==> src/hw/rtl/cabu_pkg.sv <==
// Shared types, widths and constants for the clipped alpha-over blend unit.
`timescale 1ns / 1ps

package cabu_pkg;

    localparam int unsigned REG_W     = 14;
    localparam int unsigned COORD_W   = 15;
    localparam int unsigned ARGB_W    = 32;
    localparam int unsigned INDEX_W   = 26;
    localparam int unsigned CH_W      = 8;
    localparam int unsigned PROD_W    = 2 * CH_W;
    localparam int unsigned NUM_W     = PROD_W + CH_W;
    localparam int unsigned CFG_IDX_W = 3;
    localparam int unsigned COLORS    = 3;
    localparam int unsigned LANES     = COLORS + 1;
    localparam int unsigned ALPHA_LANE = COLORS;
    localparam int unsigned QBITS_PER_STAGE = 2;
    localparam int unsigned DIV_STAGES = CH_W / QBITS_PER_STAGE;

    // Largest frame dimension; the right and bottom clip edges and the pitch saturate here.
    localparam logic [REG_W-1:0] MAX_DIMENSION = REG_W'(8192);

    localparam logic [CH_W-1:0]   FULL_ALPHA  = 8'd255;
    localparam logic [PROD_W-1:0] ALPHA_ROUND = 16'd127;

    typedef enum logic [CFG_IDX_W-1:0] {
        REG_CLIP_LEFT   = 3'd0,
        REG_CLIP_TOP    = 3'd1,
        REG_CLIP_RIGHT  = 3'd2,
        REG_CLIP_BOTTOM = 3'd3,
        REG_LINE_PITCH  = 3'd4
    } cfg_reg_t;

    typedef struct packed {
        logic [REG_W-1:0] clip_left;
        logic [REG_W-1:0] clip_top;
        logic [REG_W-1:0] clip_right;
        logic [REG_W-1:0] clip_bottom;
        logic [REG_W-1:0] line_pitch;
    } clip_cfg_t;

    // After the product stage.
    typedef struct packed {
        logic                           in_clip;
        logic [CH_W-1:0]                sa;
        logic [CH_W-1:0]                inva;
        logic [ARGB_W-1:0]              dst;
        logic [COLORS-1:0][PROD_W-1:0]  ps;
        logic [COLORS-1:0][PROD_W-1:0]  pd;
        logic [PROD_W-1:0]              dw;
        logic [INDEX_W-1:0]             idx_prod;
        logic [COORD_W-1:0]             x;
    } front_t;

    // After the weighted sum stage.
    typedef struct packed {
        logic                           in_clip;
        logic [INDEX_W-1:0]             idx;
        logic [ARGB_W-1:0]              dst;
        logic [PROD_W-1:0]              w;
        logic [COLORS-1:0][NUM_W-1:0]   num;
    } weight_t;

    // Divider pipeline payload; the color lanes divide by w, while the alpha
    // quotient is already final when the request enters the divider.
    typedef struct packed {
        logic                           in_clip;
        logic                           zero;
        logic [INDEX_W-1:0]             idx;
        logic [ARGB_W-1:0]              dst;
        logic [PROD_W-1:0]              w;
        logic [COLORS-1:0][NUM_W-1:0]   rem;
        logic [LANES-1:0][CH_W-1:0]     quot;
    } div_t;

    function automatic logic [REG_W-1:0] sat_dim(input logic [REG_W-1:0] v);
        return (v > MAX_DIMENSION) ? MAX_DIMENSION : v;
    endfunction

endpackage

==> src/hw/rtl/cabu_front.sv <==
// First stage: clip test, index product, alpha selection and channel products.
`timescale 1ns / 1ps

module cabu_front
    import cabu_pkg::*;
(
    input  logic                      clk,
    input  logic                      rst_n,
    input  logic                      en,
    input  logic                      valid_in,
    input  clip_cfg_t                 cfg,
    input  logic signed [COORD_W-1:0] pixel_x,
    input  logic signed [COORD_W-1:0] pixel_y,
    input  logic [ARGB_W-1:0]         source_argb,
    input  logic [ARGB_W-1:0]         dest_argb,
    input  logic                      glyph_mode,
    input  logic [CH_W-1:0]           coverage,
    output logic                      valid_out,
    output front_t                    data_out
);

    logic                               valid_reg;
    front_t                             data_reg;
    front_t                             data_next;
    logic signed [COORD_W:0]            x_ext;
    logic signed [COORD_W:0]            y_ext;
    logic signed [COORD_W:0]            left_ext;
    logic signed [COORD_W:0]            top_ext;
    logic signed [COORD_W:0]            right_ext;
    logic signed [COORD_W:0]            bottom_ext;
    logic signed [REG_W:0]              pitch_ext;
    logic signed [COORD_W+REG_W:0]      prod_full;
    logic [CH_W-1:0]                    sa;
    logic [CH_W-1:0]                    da;

    assign x_ext      = {pixel_x[COORD_W-1], pixel_x};
    assign y_ext      = {pixel_y[COORD_W-1], pixel_y};
    assign left_ext   = {{(COORD_W+1-REG_W){1'b0}}, cfg.clip_left};
    assign top_ext    = {{(COORD_W+1-REG_W){1'b0}}, cfg.clip_top};
    assign right_ext  = {{(COORD_W+1-REG_W){1'b0}}, sat_dim(cfg.clip_right)};
    assign bottom_ext = {{(COORD_W+1-REG_W){1'b0}}, sat_dim(cfg.clip_bottom)};
    assign pitch_ext  = {1'b0, sat_dim(cfg.line_pitch)};

    // Signed product; only the low index bits are kept, so the index wraps at 2^26.
    assign prod_full = pixel_y * pitch_ext;

    assign sa = glyph_mode ? coverage : source_argb[ARGB_W-1 -: CH_W];
    assign da = dest_argb[ARGB_W-1 -: CH_W];

    always_comb
    begin
        data_next.in_clip = (x_ext >= left_ext) && (x_ext < right_ext) &&
                            (y_ext >= top_ext) && (y_ext < bottom_ext);
        data_next.sa       = sa;
        data_next.inva     = FULL_ALPHA - sa;
        data_next.dst      = dest_argb;
        data_next.dw       = PROD_W'(da) * PROD_W'(FULL_ALPHA - sa);
        data_next.idx_prod = prod_full[INDEX_W-1:0];
        data_next.x        = pixel_x;
        for (int c = 0; c < COLORS; c++)
        begin
            data_next.ps[c] = PROD_W'(source_argb[c*CH_W +: CH_W]) * PROD_W'(sa);
            data_next.pd[c] = PROD_W'(dest_argb[c*CH_W +: CH_W]) * PROD_W'(da);
        end
    end

    always_ff @(posedge clk or negedge rst_n)
    begin
        if (!rst_n)
        begin
            valid_reg <= 1'b0;
        end
        else if (en)
        begin
            valid_reg <= valid_in;
        end
    end

    always_ff @(posedge clk)
    begin
        if (en && valid_in)
        begin
            data_reg <= data_next;
        end
    end

    assign valid_out = valid_reg;
    assign data_out  = data_reg;

endmodule

==> src/hw/rtl/cabu_weight.sv <==
// Second and third stages: weight, weighted channel sums and divider setup.
`timescale 1ns / 1ps

module cabu_weight
    import cabu_pkg::*;
(
    input  logic   clk,
    input  logic   rst_n,
    input  logic   en_sum,
    input  logic   en_prep,
    input  logic   valid_in,
    input  front_t data_in,
    output logic   valid_sum,
    output logic   valid_prep,
    output div_t   data_out
);

    logic    sum_valid_reg;
    logic    prep_valid_reg;
    weight_t sum_reg;
    weight_t sum_next;
    div_t    prep_reg;
    div_t    prep_next;

    // Stage two: w = sa*255 + da*(255-sa), num = sc*sa*255 + dc*da*(255-sa).
    always_comb
    begin
        sum_next.in_clip = data_in.in_clip;
        sum_next.dst     = data_in.dst;
        sum_next.idx     = data_in.idx_prod +
                           {{(INDEX_W-COORD_W){data_in.x[COORD_W-1]}}, data_in.x};
        sum_next.w       = ({data_in.sa, {CH_W{1'b0}}} - PROD_W'(data_in.sa)) + data_in.dw;
        for (int c = 0; c < COLORS; c++)
        begin
            sum_next.num[c] = ({data_in.ps[c], {CH_W{1'b0}}} - NUM_W'(data_in.ps[c])) +
                              NUM_W'(data_in.pd[c]) * NUM_W'(data_in.inva);
        end
    end

    // Stage three: add the rounding terms so every color lane becomes a
    // truncating divide. The alpha is (w+127)/255, done here with the
    // identity n/255 = (n + 1 + n/256) / 256, exact for every n below 2^16.
    always_comb
    begin
        logic [PROD_W-1:0] alpha_num;
        logic [PROD_W-1:0] alpha_div;
        alpha_num = sum_reg.w + ALPHA_ROUND;
        alpha_div = (alpha_num + PROD_W'(1) + (alpha_num >> CH_W)) >> CH_W;
        prep_next.in_clip = sum_reg.in_clip;
        prep_next.zero    = (sum_reg.w == '0);
        prep_next.idx     = sum_reg.idx;
        prep_next.dst     = sum_reg.dst;
        prep_next.w       = sum_reg.w;
        prep_next.quot    = '0;
        for (int c = 0; c < COLORS; c++)
        begin
            prep_next.rem[c] = sum_reg.num[c] + NUM_W'(sum_reg.w >> 1);
        end
        prep_next.quot[ALPHA_LANE] = alpha_div[CH_W-1:0];
    end

    always_ff @(posedge clk or negedge rst_n)
    begin
        if (!rst_n)
        begin
            sum_valid_reg  <= 1'b0;
            prep_valid_reg <= 1'b0;
        end
        else
        begin
            if (en_sum)
            begin
                sum_valid_reg <= valid_in;
            end
            if (en_prep)
            begin
                prep_valid_reg <= sum_valid_reg;
            end
        end
    end

    always_ff @(posedge clk)
    begin
        if (en_sum && valid_in)
        begin
            sum_reg <= sum_next;
        end
        if (en_prep && sum_valid_reg)
        begin
            prep_reg <= prep_next;
        end
    end

    assign valid_sum  = sum_valid_reg;
    assign valid_prep = prep_valid_reg;
    assign data_out   = prep_reg;

endmodule

==> src/hw/rtl/cabu_div_step.sv <==
// One divider stage: two restoring quotient bits for each of the three color lanes.
`timescale 1ns / 1ps

module cabu_div_step
    import cabu_pkg::*;
#(
    parameter int unsigned FIRST_QBIT = CH_W - 1
)
(
    input  logic clk,
    input  logic rst_n,
    input  logic en,
    input  logic valid_in,
    input  div_t data_in,
    output logic valid_out,
    output div_t data_out
);

    logic valid_reg;
    div_t data_reg;
    div_t data_next;

    always_comb
    begin
        logic [NUM_W-1:0] divisor;
        logic [NUM_W-1:0] trial;
        data_next = data_in;
        divisor   = NUM_W'(data_in.w);
        for (int l = 0; l < COLORS; l++)
        begin
            for (int s = 0; s < QBITS_PER_STAGE; s++)
            begin
                trial = divisor << (FIRST_QBIT - s);
                if (data_next.rem[l] >= trial)
                begin
                    data_next.rem[l] = data_next.rem[l] - trial;
                    data_next.quot[l][FIRST_QBIT - s] = 1'b1;
                end
            end
        end
    end

    always_ff @(posedge clk or negedge rst_n)
    begin
        if (!rst_n)
        begin
            valid_reg <= 1'b0;
        end
        else if (en)
        begin
            valid_reg <= valid_in;
        end
    end

    always_ff @(posedge clk)
    begin
        if (en && valid_in)
        begin
            data_reg <= data_next;
        end
    end

    assign valid_out = valid_reg;
    assign data_out  = data_reg;

endmodule

==> src/hw/rtl/clipped_alpha_over_blend_unit.sv <==
// A request passes through seven register stages, a valid bit in each, and its result is on
// the output once it reaches the last; an output stall can hold it in any stage on the way.
// Throughput: one pixel request per clock while out_stall is low.
// The depth is set by the four divider stages, each retiring two quotient bits per color lane.
// Reset clears all stage valid bits and sets the clip rectangle to the full frame
// with a pitch of the maximum dimension; the input is not stalled once reset is released.
`timescale 1ns / 1ps

module clipped_alpha_over_blend_unit
    import cabu_pkg::*;
(
    input  logic                      clk,
    input  logic                      rst_n,

    input  logic                      cfg_write_en,
    input  logic [CFG_IDX_W-1:0]      cfg_index,
    input  logic [REG_W-1:0]          cfg_data,

    input  logic                      in_valid,
    output logic                      in_stall,
    input  logic signed [COORD_W-1:0] pixel_x,
    input  logic signed [COORD_W-1:0] pixel_y,
    input  logic [ARGB_W-1:0]         source_argb,
    input  logic [ARGB_W-1:0]         dest_argb,
    input  logic                      glyph_mode,
    input  logic [CH_W-1:0]           coverage,

    output logic                      out_valid,
    input  logic                      out_stall,
    output logic                      write_enable,
    output logic [INDEX_W-1:0]        pixel_index,
    output logic [ARGB_W-1:0]         blended_argb
);

    // Stage 0 is the product stage, 1 the weight sums, 2 the divider setup,
    // and 3 through 6 the divider stages.
    localparam int unsigned STAGES = 3 + DIV_STAGES;

    clip_cfg_t                  cfg_reg;
    logic [STAGES-1:0]          stage_valid;
    logic [STAGES:0]            stage_en;
    front_t                     front_data;
    div_t                       div_data [DIV_STAGES+1];

    // Configuration registers. Indexes past the list are ignored.
    always_ff @(posedge clk or negedge rst_n)
    begin
        if (!rst_n)
        begin
            cfg_reg.clip_left   <= '0;
            cfg_reg.clip_top    <= '0;
            cfg_reg.clip_right  <= MAX_DIMENSION;
            cfg_reg.clip_bottom <= MAX_DIMENSION;
            cfg_reg.line_pitch  <= MAX_DIMENSION;
        end
        else if (cfg_write_en)
        begin
            unique case (cfg_reg_t'(cfg_index))
                REG_CLIP_LEFT:   cfg_reg.clip_left   <= cfg_data;
                REG_CLIP_TOP:    cfg_reg.clip_top    <= cfg_data;
                REG_CLIP_RIGHT:  cfg_reg.clip_right  <= cfg_data;
                REG_CLIP_BOTTOM: cfg_reg.clip_bottom <= cfg_data;
                REG_LINE_PITCH:  cfg_reg.line_pitch  <= cfg_data;
                default:         ;
            endcase
        end
    end

    // A stage may load when it is empty or when the stage after it loads too.
    // Empty stages therefore fill up while the output is stalled, and the
    // input is only stalled when every stage holds a request.
    always_comb
    begin
        stage_en[STAGES] = !out_stall;
        for (int k = STAGES - 1; k >= 0; k--)
        begin
            stage_en[k] = !stage_valid[k] || stage_en[k+1];
        end
    end

    assign in_stall = !stage_en[0];

    cabu_front u_front (
        .clk         (clk),
        .rst_n       (rst_n),
        .en          (stage_en[0]),
        .valid_in    (in_valid),
        .cfg         (cfg_reg),
        .pixel_x     (pixel_x),
        .pixel_y     (pixel_y),
        .source_argb (source_argb),
        .dest_argb   (dest_argb),
        .glyph_mode  (glyph_mode),
        .coverage    (coverage),
        .valid_out   (stage_valid[0]),
        .data_out    (front_data)
    );

    cabu_weight u_weight (
        .clk        (clk),
        .rst_n      (rst_n),
        .en_sum     (stage_en[1]),
        .en_prep    (stage_en[2]),
        .valid_in   (stage_valid[0]),
        .data_in    (front_data),
        .valid_sum  (stage_valid[1]),
        .valid_prep (stage_valid[2]),
        .data_out   (div_data[0])
    );

    // Each divider stage handles the next two quotient bits, most significant first.
    for (genvar g = 0; g < DIV_STAGES; g++)
    begin : g_div
        cabu_div_step #(
            .FIRST_QBIT (CH_W - 1 - g * QBITS_PER_STAGE)
        ) u_div_step (
            .clk       (clk),
            .rst_n     (rst_n),
            .en        (stage_en[3+g]),
            .valid_in  (stage_valid[2+g]),
            .data_in   (div_data[g]),
            .valid_out (stage_valid[3+g]),
            .data_out  (div_data[g+1])
        );
    end

    // The last divider stage is the output register. A clipped pixel, or one
    // whose combined weight is zero, passes the destination color through.
    assign out_valid    = stage_valid[STAGES-1];
    assign write_enable = div_data[DIV_STAGES].in_clip;
    assign pixel_index  = div_data[DIV_STAGES].in_clip ? div_data[DIV_STAGES].idx : '0;
    assign blended_argb = (div_data[DIV_STAGES].in_clip && !div_data[DIV_STAGES].zero) ?
                          div_data[DIV_STAGES].quot : div_data[DIV_STAGES].dst;

    // The input only stalls when the whole pipeline is full and the output is held.
    a_stall_only_when_full: assert property (@(posedge clk) disable iff (!rst_n)
        in_stall |-> ((&stage_valid) && out_stall))
        else $error("input stalled while the pipeline had room");

    // An accepted request always occupies the first stage in the next cycle.
    a_accept_enters: assert property (@(posedge clk) disable iff (!rst_n)
        (in_valid && !in_stall) |=> stage_valid[0])
        else $error("accepted request did not enter the first stage");

    // A delivered result with nothing behind it must not be shown again.
    a_no_repeat: assert property (@(posedge clk) disable iff (!rst_n)
        (out_valid && !out_stall && !stage_valid[STAGES-2]) |=> !out_valid)
        else $error("delivered result repeated on the output");

    // A clipped pixel reports a zero index.
    a_clipped_index: assert property (@(posedge clk) disable iff (!rst_n)
        (out_valid && !write_enable) |-> (pixel_index == '0))
        else $error("clipped pixel carries a nonzero index");

endmodule
==> config.mk <==
export PLATFORM = sky130hd
export DESIGN_NAME = clipped_alpha_over_blend_unit
export DESIGN_NICKNAME = d
export VERILOG_FILES = /design/src/hw/rtl/cabu_pkg.sv /design/src/hw/rtl/cabu_front.sv /design/src/hw/rtl/cabu_weight.sv /design/src/hw/rtl/cabu_div_step.sv /design/src/hw/rtl/clipped_alpha_over_blend_unit.sv
export SDC_FILE = /design/constraint.sdc
export NUM_CORES = 2
export LEC_CHECK = 0
export ABC_AREA = 1
export ABC_CLOCK_PERIOD_IN_PS = 23000
export BUFFER_PORTS_ARGS = -buffer_cell sky130_fd_sc_hd__buf_2
export CAP_MARGIN = 40
export CORE_ASPECT_RATIO = 0.6
export CORE_MARGIN = 5
export CORE_UTILIZATION = 50
export DETAILED_ROUTE_END_ITERATION = 12
export PLACE_DENSITY = 0.66
export SLEW_MARGIN = 20
export SYNTH_ARGS = -nofsm -noshare
export SYNTH_HDL_FRONTEND = slang
export SYNTH_SLANG_ARGS = --single-unit
==> constraint.sdc <==
create_clock -name clk -period 23 [get_ports clk]
set_input_delay 2.3 -clock clk [delete_from_list [all_inputs] [get_ports clk]]
set_output_delay 2.3 -clock clk [all_outputs]
set_load 0.05 [all_outputs]
==> flow_summary.toml <==
[status]
run_status = "completed"

[logic_synthesis]
synthFlopType = "edfxtp_1"
synth.ff_latch_count = 1178
synth_cells = 11730
synth_edf_count = 1101
synthArstFlopShare_pct = 6.537
syn_nets = 13680
yosysSeqAreaShare_pct = 33.42
syn_area_sq_um = 104700
yosysWarnings = 0
synth_cell_type_count = 74
avgSynthCellArea_sq_um = 8.927

[placement]
dp_hpwl_mm = 259.5
gp_congestion = 0.9788
io_buffers = 185

[clock_tree]
post_cts_buffers = 0
htreeDepth = 3
cts_tree = "done"
clk_latency_ns = 0.76
root_buffer = "clkbuf_16"
clk_pin_slew_ns = 0.07
holdBufCountCts = 0
cts_resized = 0
cts_made_buffers = 114
cts_sinks = 1178
cts_buffer_depth = 3

[timing]
tightestPinTransition_ns = 0.9773
clock_skew_ns = 0.05526
final.period_utilization_pct = 34.03
clock.fmax_ghz = 0.1277
drv_slew = 0
fin_crit_ns = 7.828
hold_violations = 0
setup_violations = 0
rsz0062_at_grt = "no"
setup_tns_ns = 0
maxSlewHeadroom_pct = 34.85

[global_route]
grt_pass1_vias = 79480
grt_remaining_overflow = 0
grt_max_degree = 67
grtUsageTotal_pct = 28.89
antenna_found_initial = 24
grt_pass1_wl_mm = 487.0

[route]
wl_met2_mm = 114.3
first_pass_iters = 6
drt-total-wl_mm = 317.5
drc = 0
ant_nets = 0
drtIter0Drc = 9613
wl_per_cell_um = 21.51
wl_met1_mm = 157.8
vias = 82320
viasPerCell = 5.576
dr_wl_met3_mm = 41.49
highest_layer = "met4"

[worst_setup_path]
reg2reg_to = "u_front.data_out[38]"
reg2reg_from = "cfg_reg[1]"
critical_path_class = "primary input to register"
reg2reg_setup_slack_ns = 15.40
required_ns = 23.50
critPathCapture = "u_front.data_out[38]"
timing.reg2reg.worst_path_depth = 25
crit_start = "pixel_y[14]"
crit_arrival_ns = 8.32
cp-end-kind = "register"
startpoint_type = "primary input"
cp_max_fo = 12

[floorplan]
rows = 130
die_h_um = 364.4
io-pin-count = 186
dieArea_sq_um = 218900
fp.dieW_um = 600.7
start_util_pct = 50.13
core_sq_um = 208900

[flow_run]
drv_cap = 0

[finish]
final_nets = 13840
largest_reg_flops = 596
syn_to_final_growth_pct = 8.079
drive_gt1_share_pct = 6.252

[worst_hold_path]
worstHoldPathType = "register to register"
logic make-up (layout without fill, tap and decap cells):
family                   Yosys count  in the layout  synth area share, %
AND/OR/NAND/NOR                 4135           4135                16.37
buffers and inverters           2337           2591                8.658
adder cells (fa/ha/maj)         1831           1831                27.61
AO/OA/AOI/OAI                   1614           1614                8.576
flip-flops                      1178           1178                33.42
XOR/XNOR                         600            600                5.020
multiplexers                      32             32               0.3442
other                              0              9                    0
stage by stage:
stage | worst slack, ns | cell area [sq um] | hold WS, ns | cells | util [%]
2_1_floorplan | 10.65 | 104700 | 0.4003 | 11730 | -
3_3_place_gp | 14.54 | 108500 | 0.4008 | 14500 | 51.95
3_5_place_dp | 14.48 | 108800 | 0.4045 | 14520 | 52.09
4_1_cts | 15.30 | 112900 | 0.3643 | 14740 | 54.05
5_1_grt | 14.95 | 113100 | 0.3687 | 14750 | 54.17
6_report | 15.17 | 113200 | 0.3734 | 14760 | 54.18
layer usage:
| metal | vias to the layer above | global-route usage (%) |
|---|---|---|
| met5 | - | 0 |
| met4 | 0 | 3.872 |
| met3 | 280 | 8.873 |
| met2 | 3773 | 36.72 |
| met1 | 39890 | 47.84 |
| li1 | 38380 | - |
cells in the final DEF (no fill, tap or decap), types with 36 or more instances in the layout:
cell and n:
dfrtp_1 74, o21ai_1 57, edfxtp_1 1101, nor2_1 777, o21ai_2 55, buf_4 90, nor3_1 91, o21ai_0 554
nand4_1 138, inv_1 2037, a31oi_1 36, nand2_2 47, clkbuf_16 114, nand3_1 359, fa_1 798, xor2_1 347
nand2_1 2581, ha_1 1033, buf_2 189, o21bai_1 46, xnor2_1 253, a21oi_1 679
cell type report:
| class | count | area, sq um |
|---|---|---|
| clock inverter | 90 | 1180 |
| multi-input combinational | 8212 | 60680 |
| clock buffer | 126 | 2898 |
| sequential | 1178 | 34990 |
| tap | 2772 | 3468 |
| fill | 18820 | 95700 |
| inverter | 2072 | 7807 |
| antenna | 9 | 22.52 |
| timing repair buffer | 303 | 2098 |
worst max-delay path: stages:
cell     delay, ns
buf_2         0.19
inv_1         0.27
nor2_1        0.39
inv_1         0.11
fa_1          0.49
fa_1          0.55
inv_1         0.05
fa_1          0.48
fa_1          0.55
fa_1          0.50
inv_1         0.05
fa_1          0.48
inv_1         0.04
ha_1          0.33
nand2_1       0.16
inv_1         0.05
a21oi_1       0.16
nand2_1       0.07
a31oi_1       0.29
o21ai_0       0.25
a21oi_1       0.28
o21ai_0       0.14
xor2_1        0.15
Yosys cell counts, types with 12 or more instances:
library cell / instances / area share (%)
o21ai_1: 54 / 0.26
fa_1: 798 / 15
o21a_1: 18 / 0.13
nor3_1: 91 / 0.44
nand3_1: 359 / 1.7
a21boi_0: 19 / 0.14
o211ai_1: 22 / 0.16
mux2_2: 32 / 0.34
xor2_1: 347 / 2.9
xnor2_1: 253 / 2.1
a211oi_1: 15 / 0.11
buf_2: 23 / 0.11
or2_2: 21 / 0.13
dfrtp_1: 74 / 1.8
nor2_2: 12 / 0.072
buf_1: 33 / 0.12
o31ai_1: 17 / 0.12
nand4_1: 138 / 0.82
inv_2: 17 / 0.061
a21o_1: 35 / 0.25
o21ai_2: 52 / 0.44
nand3b_1: 15 / 0.11
nand2_1: 2582 / 9.3
buf_4: 12 / 0.086
edfxtp_1: 1101 / 32
clkbuf_2: 54 / 0.26
a21oi_1: 680 / 3.3
inv_1: 2040 / 7.3
o21bai_1: 46 / 0.33
clkbuf_1: 127 / 0.46
nor2_1: 780 / 2.8
nor4_1: 33 / 0.20
nand2_2: 46 / 0.27
clkinv_1: 12 / 0.043
ha_1: 1033 / 12
buf_6: 14 / 0.15
o21ai_0: 560 / 2.7
a31oi_1: 36 / 0.22
o2111ai_1: 14 / 0.12
a21oi_2: 18 / 0.15
how the worst min path moves through the flow:
stage / start / end / slack, ns / depth (start not counted)
after floorplan: u_weight.data_out[120] / g_div[0].u_div_step.data_out[120] / 0.40 / 0
after global placement: g_div[1].u_div_step.data_out[14] / g_div[2].u_div_step.data_out[14] / 0.40 / 0
after detailed placement: u_weight.data_out[146] / g_div[0].u_div_step.data_out[146] / 0.40 / 0
after CTS: g_div[0].u_div_step.data_out[15] / g_div[1].u_div_step.data_out[15] / 0.36 / 0
after global routing: g_div[0].u_div_step.data_out[178] / g_div[1].u_div_step.data_out[178] / 0.37 / 0
final: g_div[0].u_div_step.data_out[178] / g_div[1].u_div_step.data_out[178] / 0.37 / 0
Power is left out: the tool's default activity adds up to more than one toggle a clock period on the data nets, which glitch-free logic cannot reach.
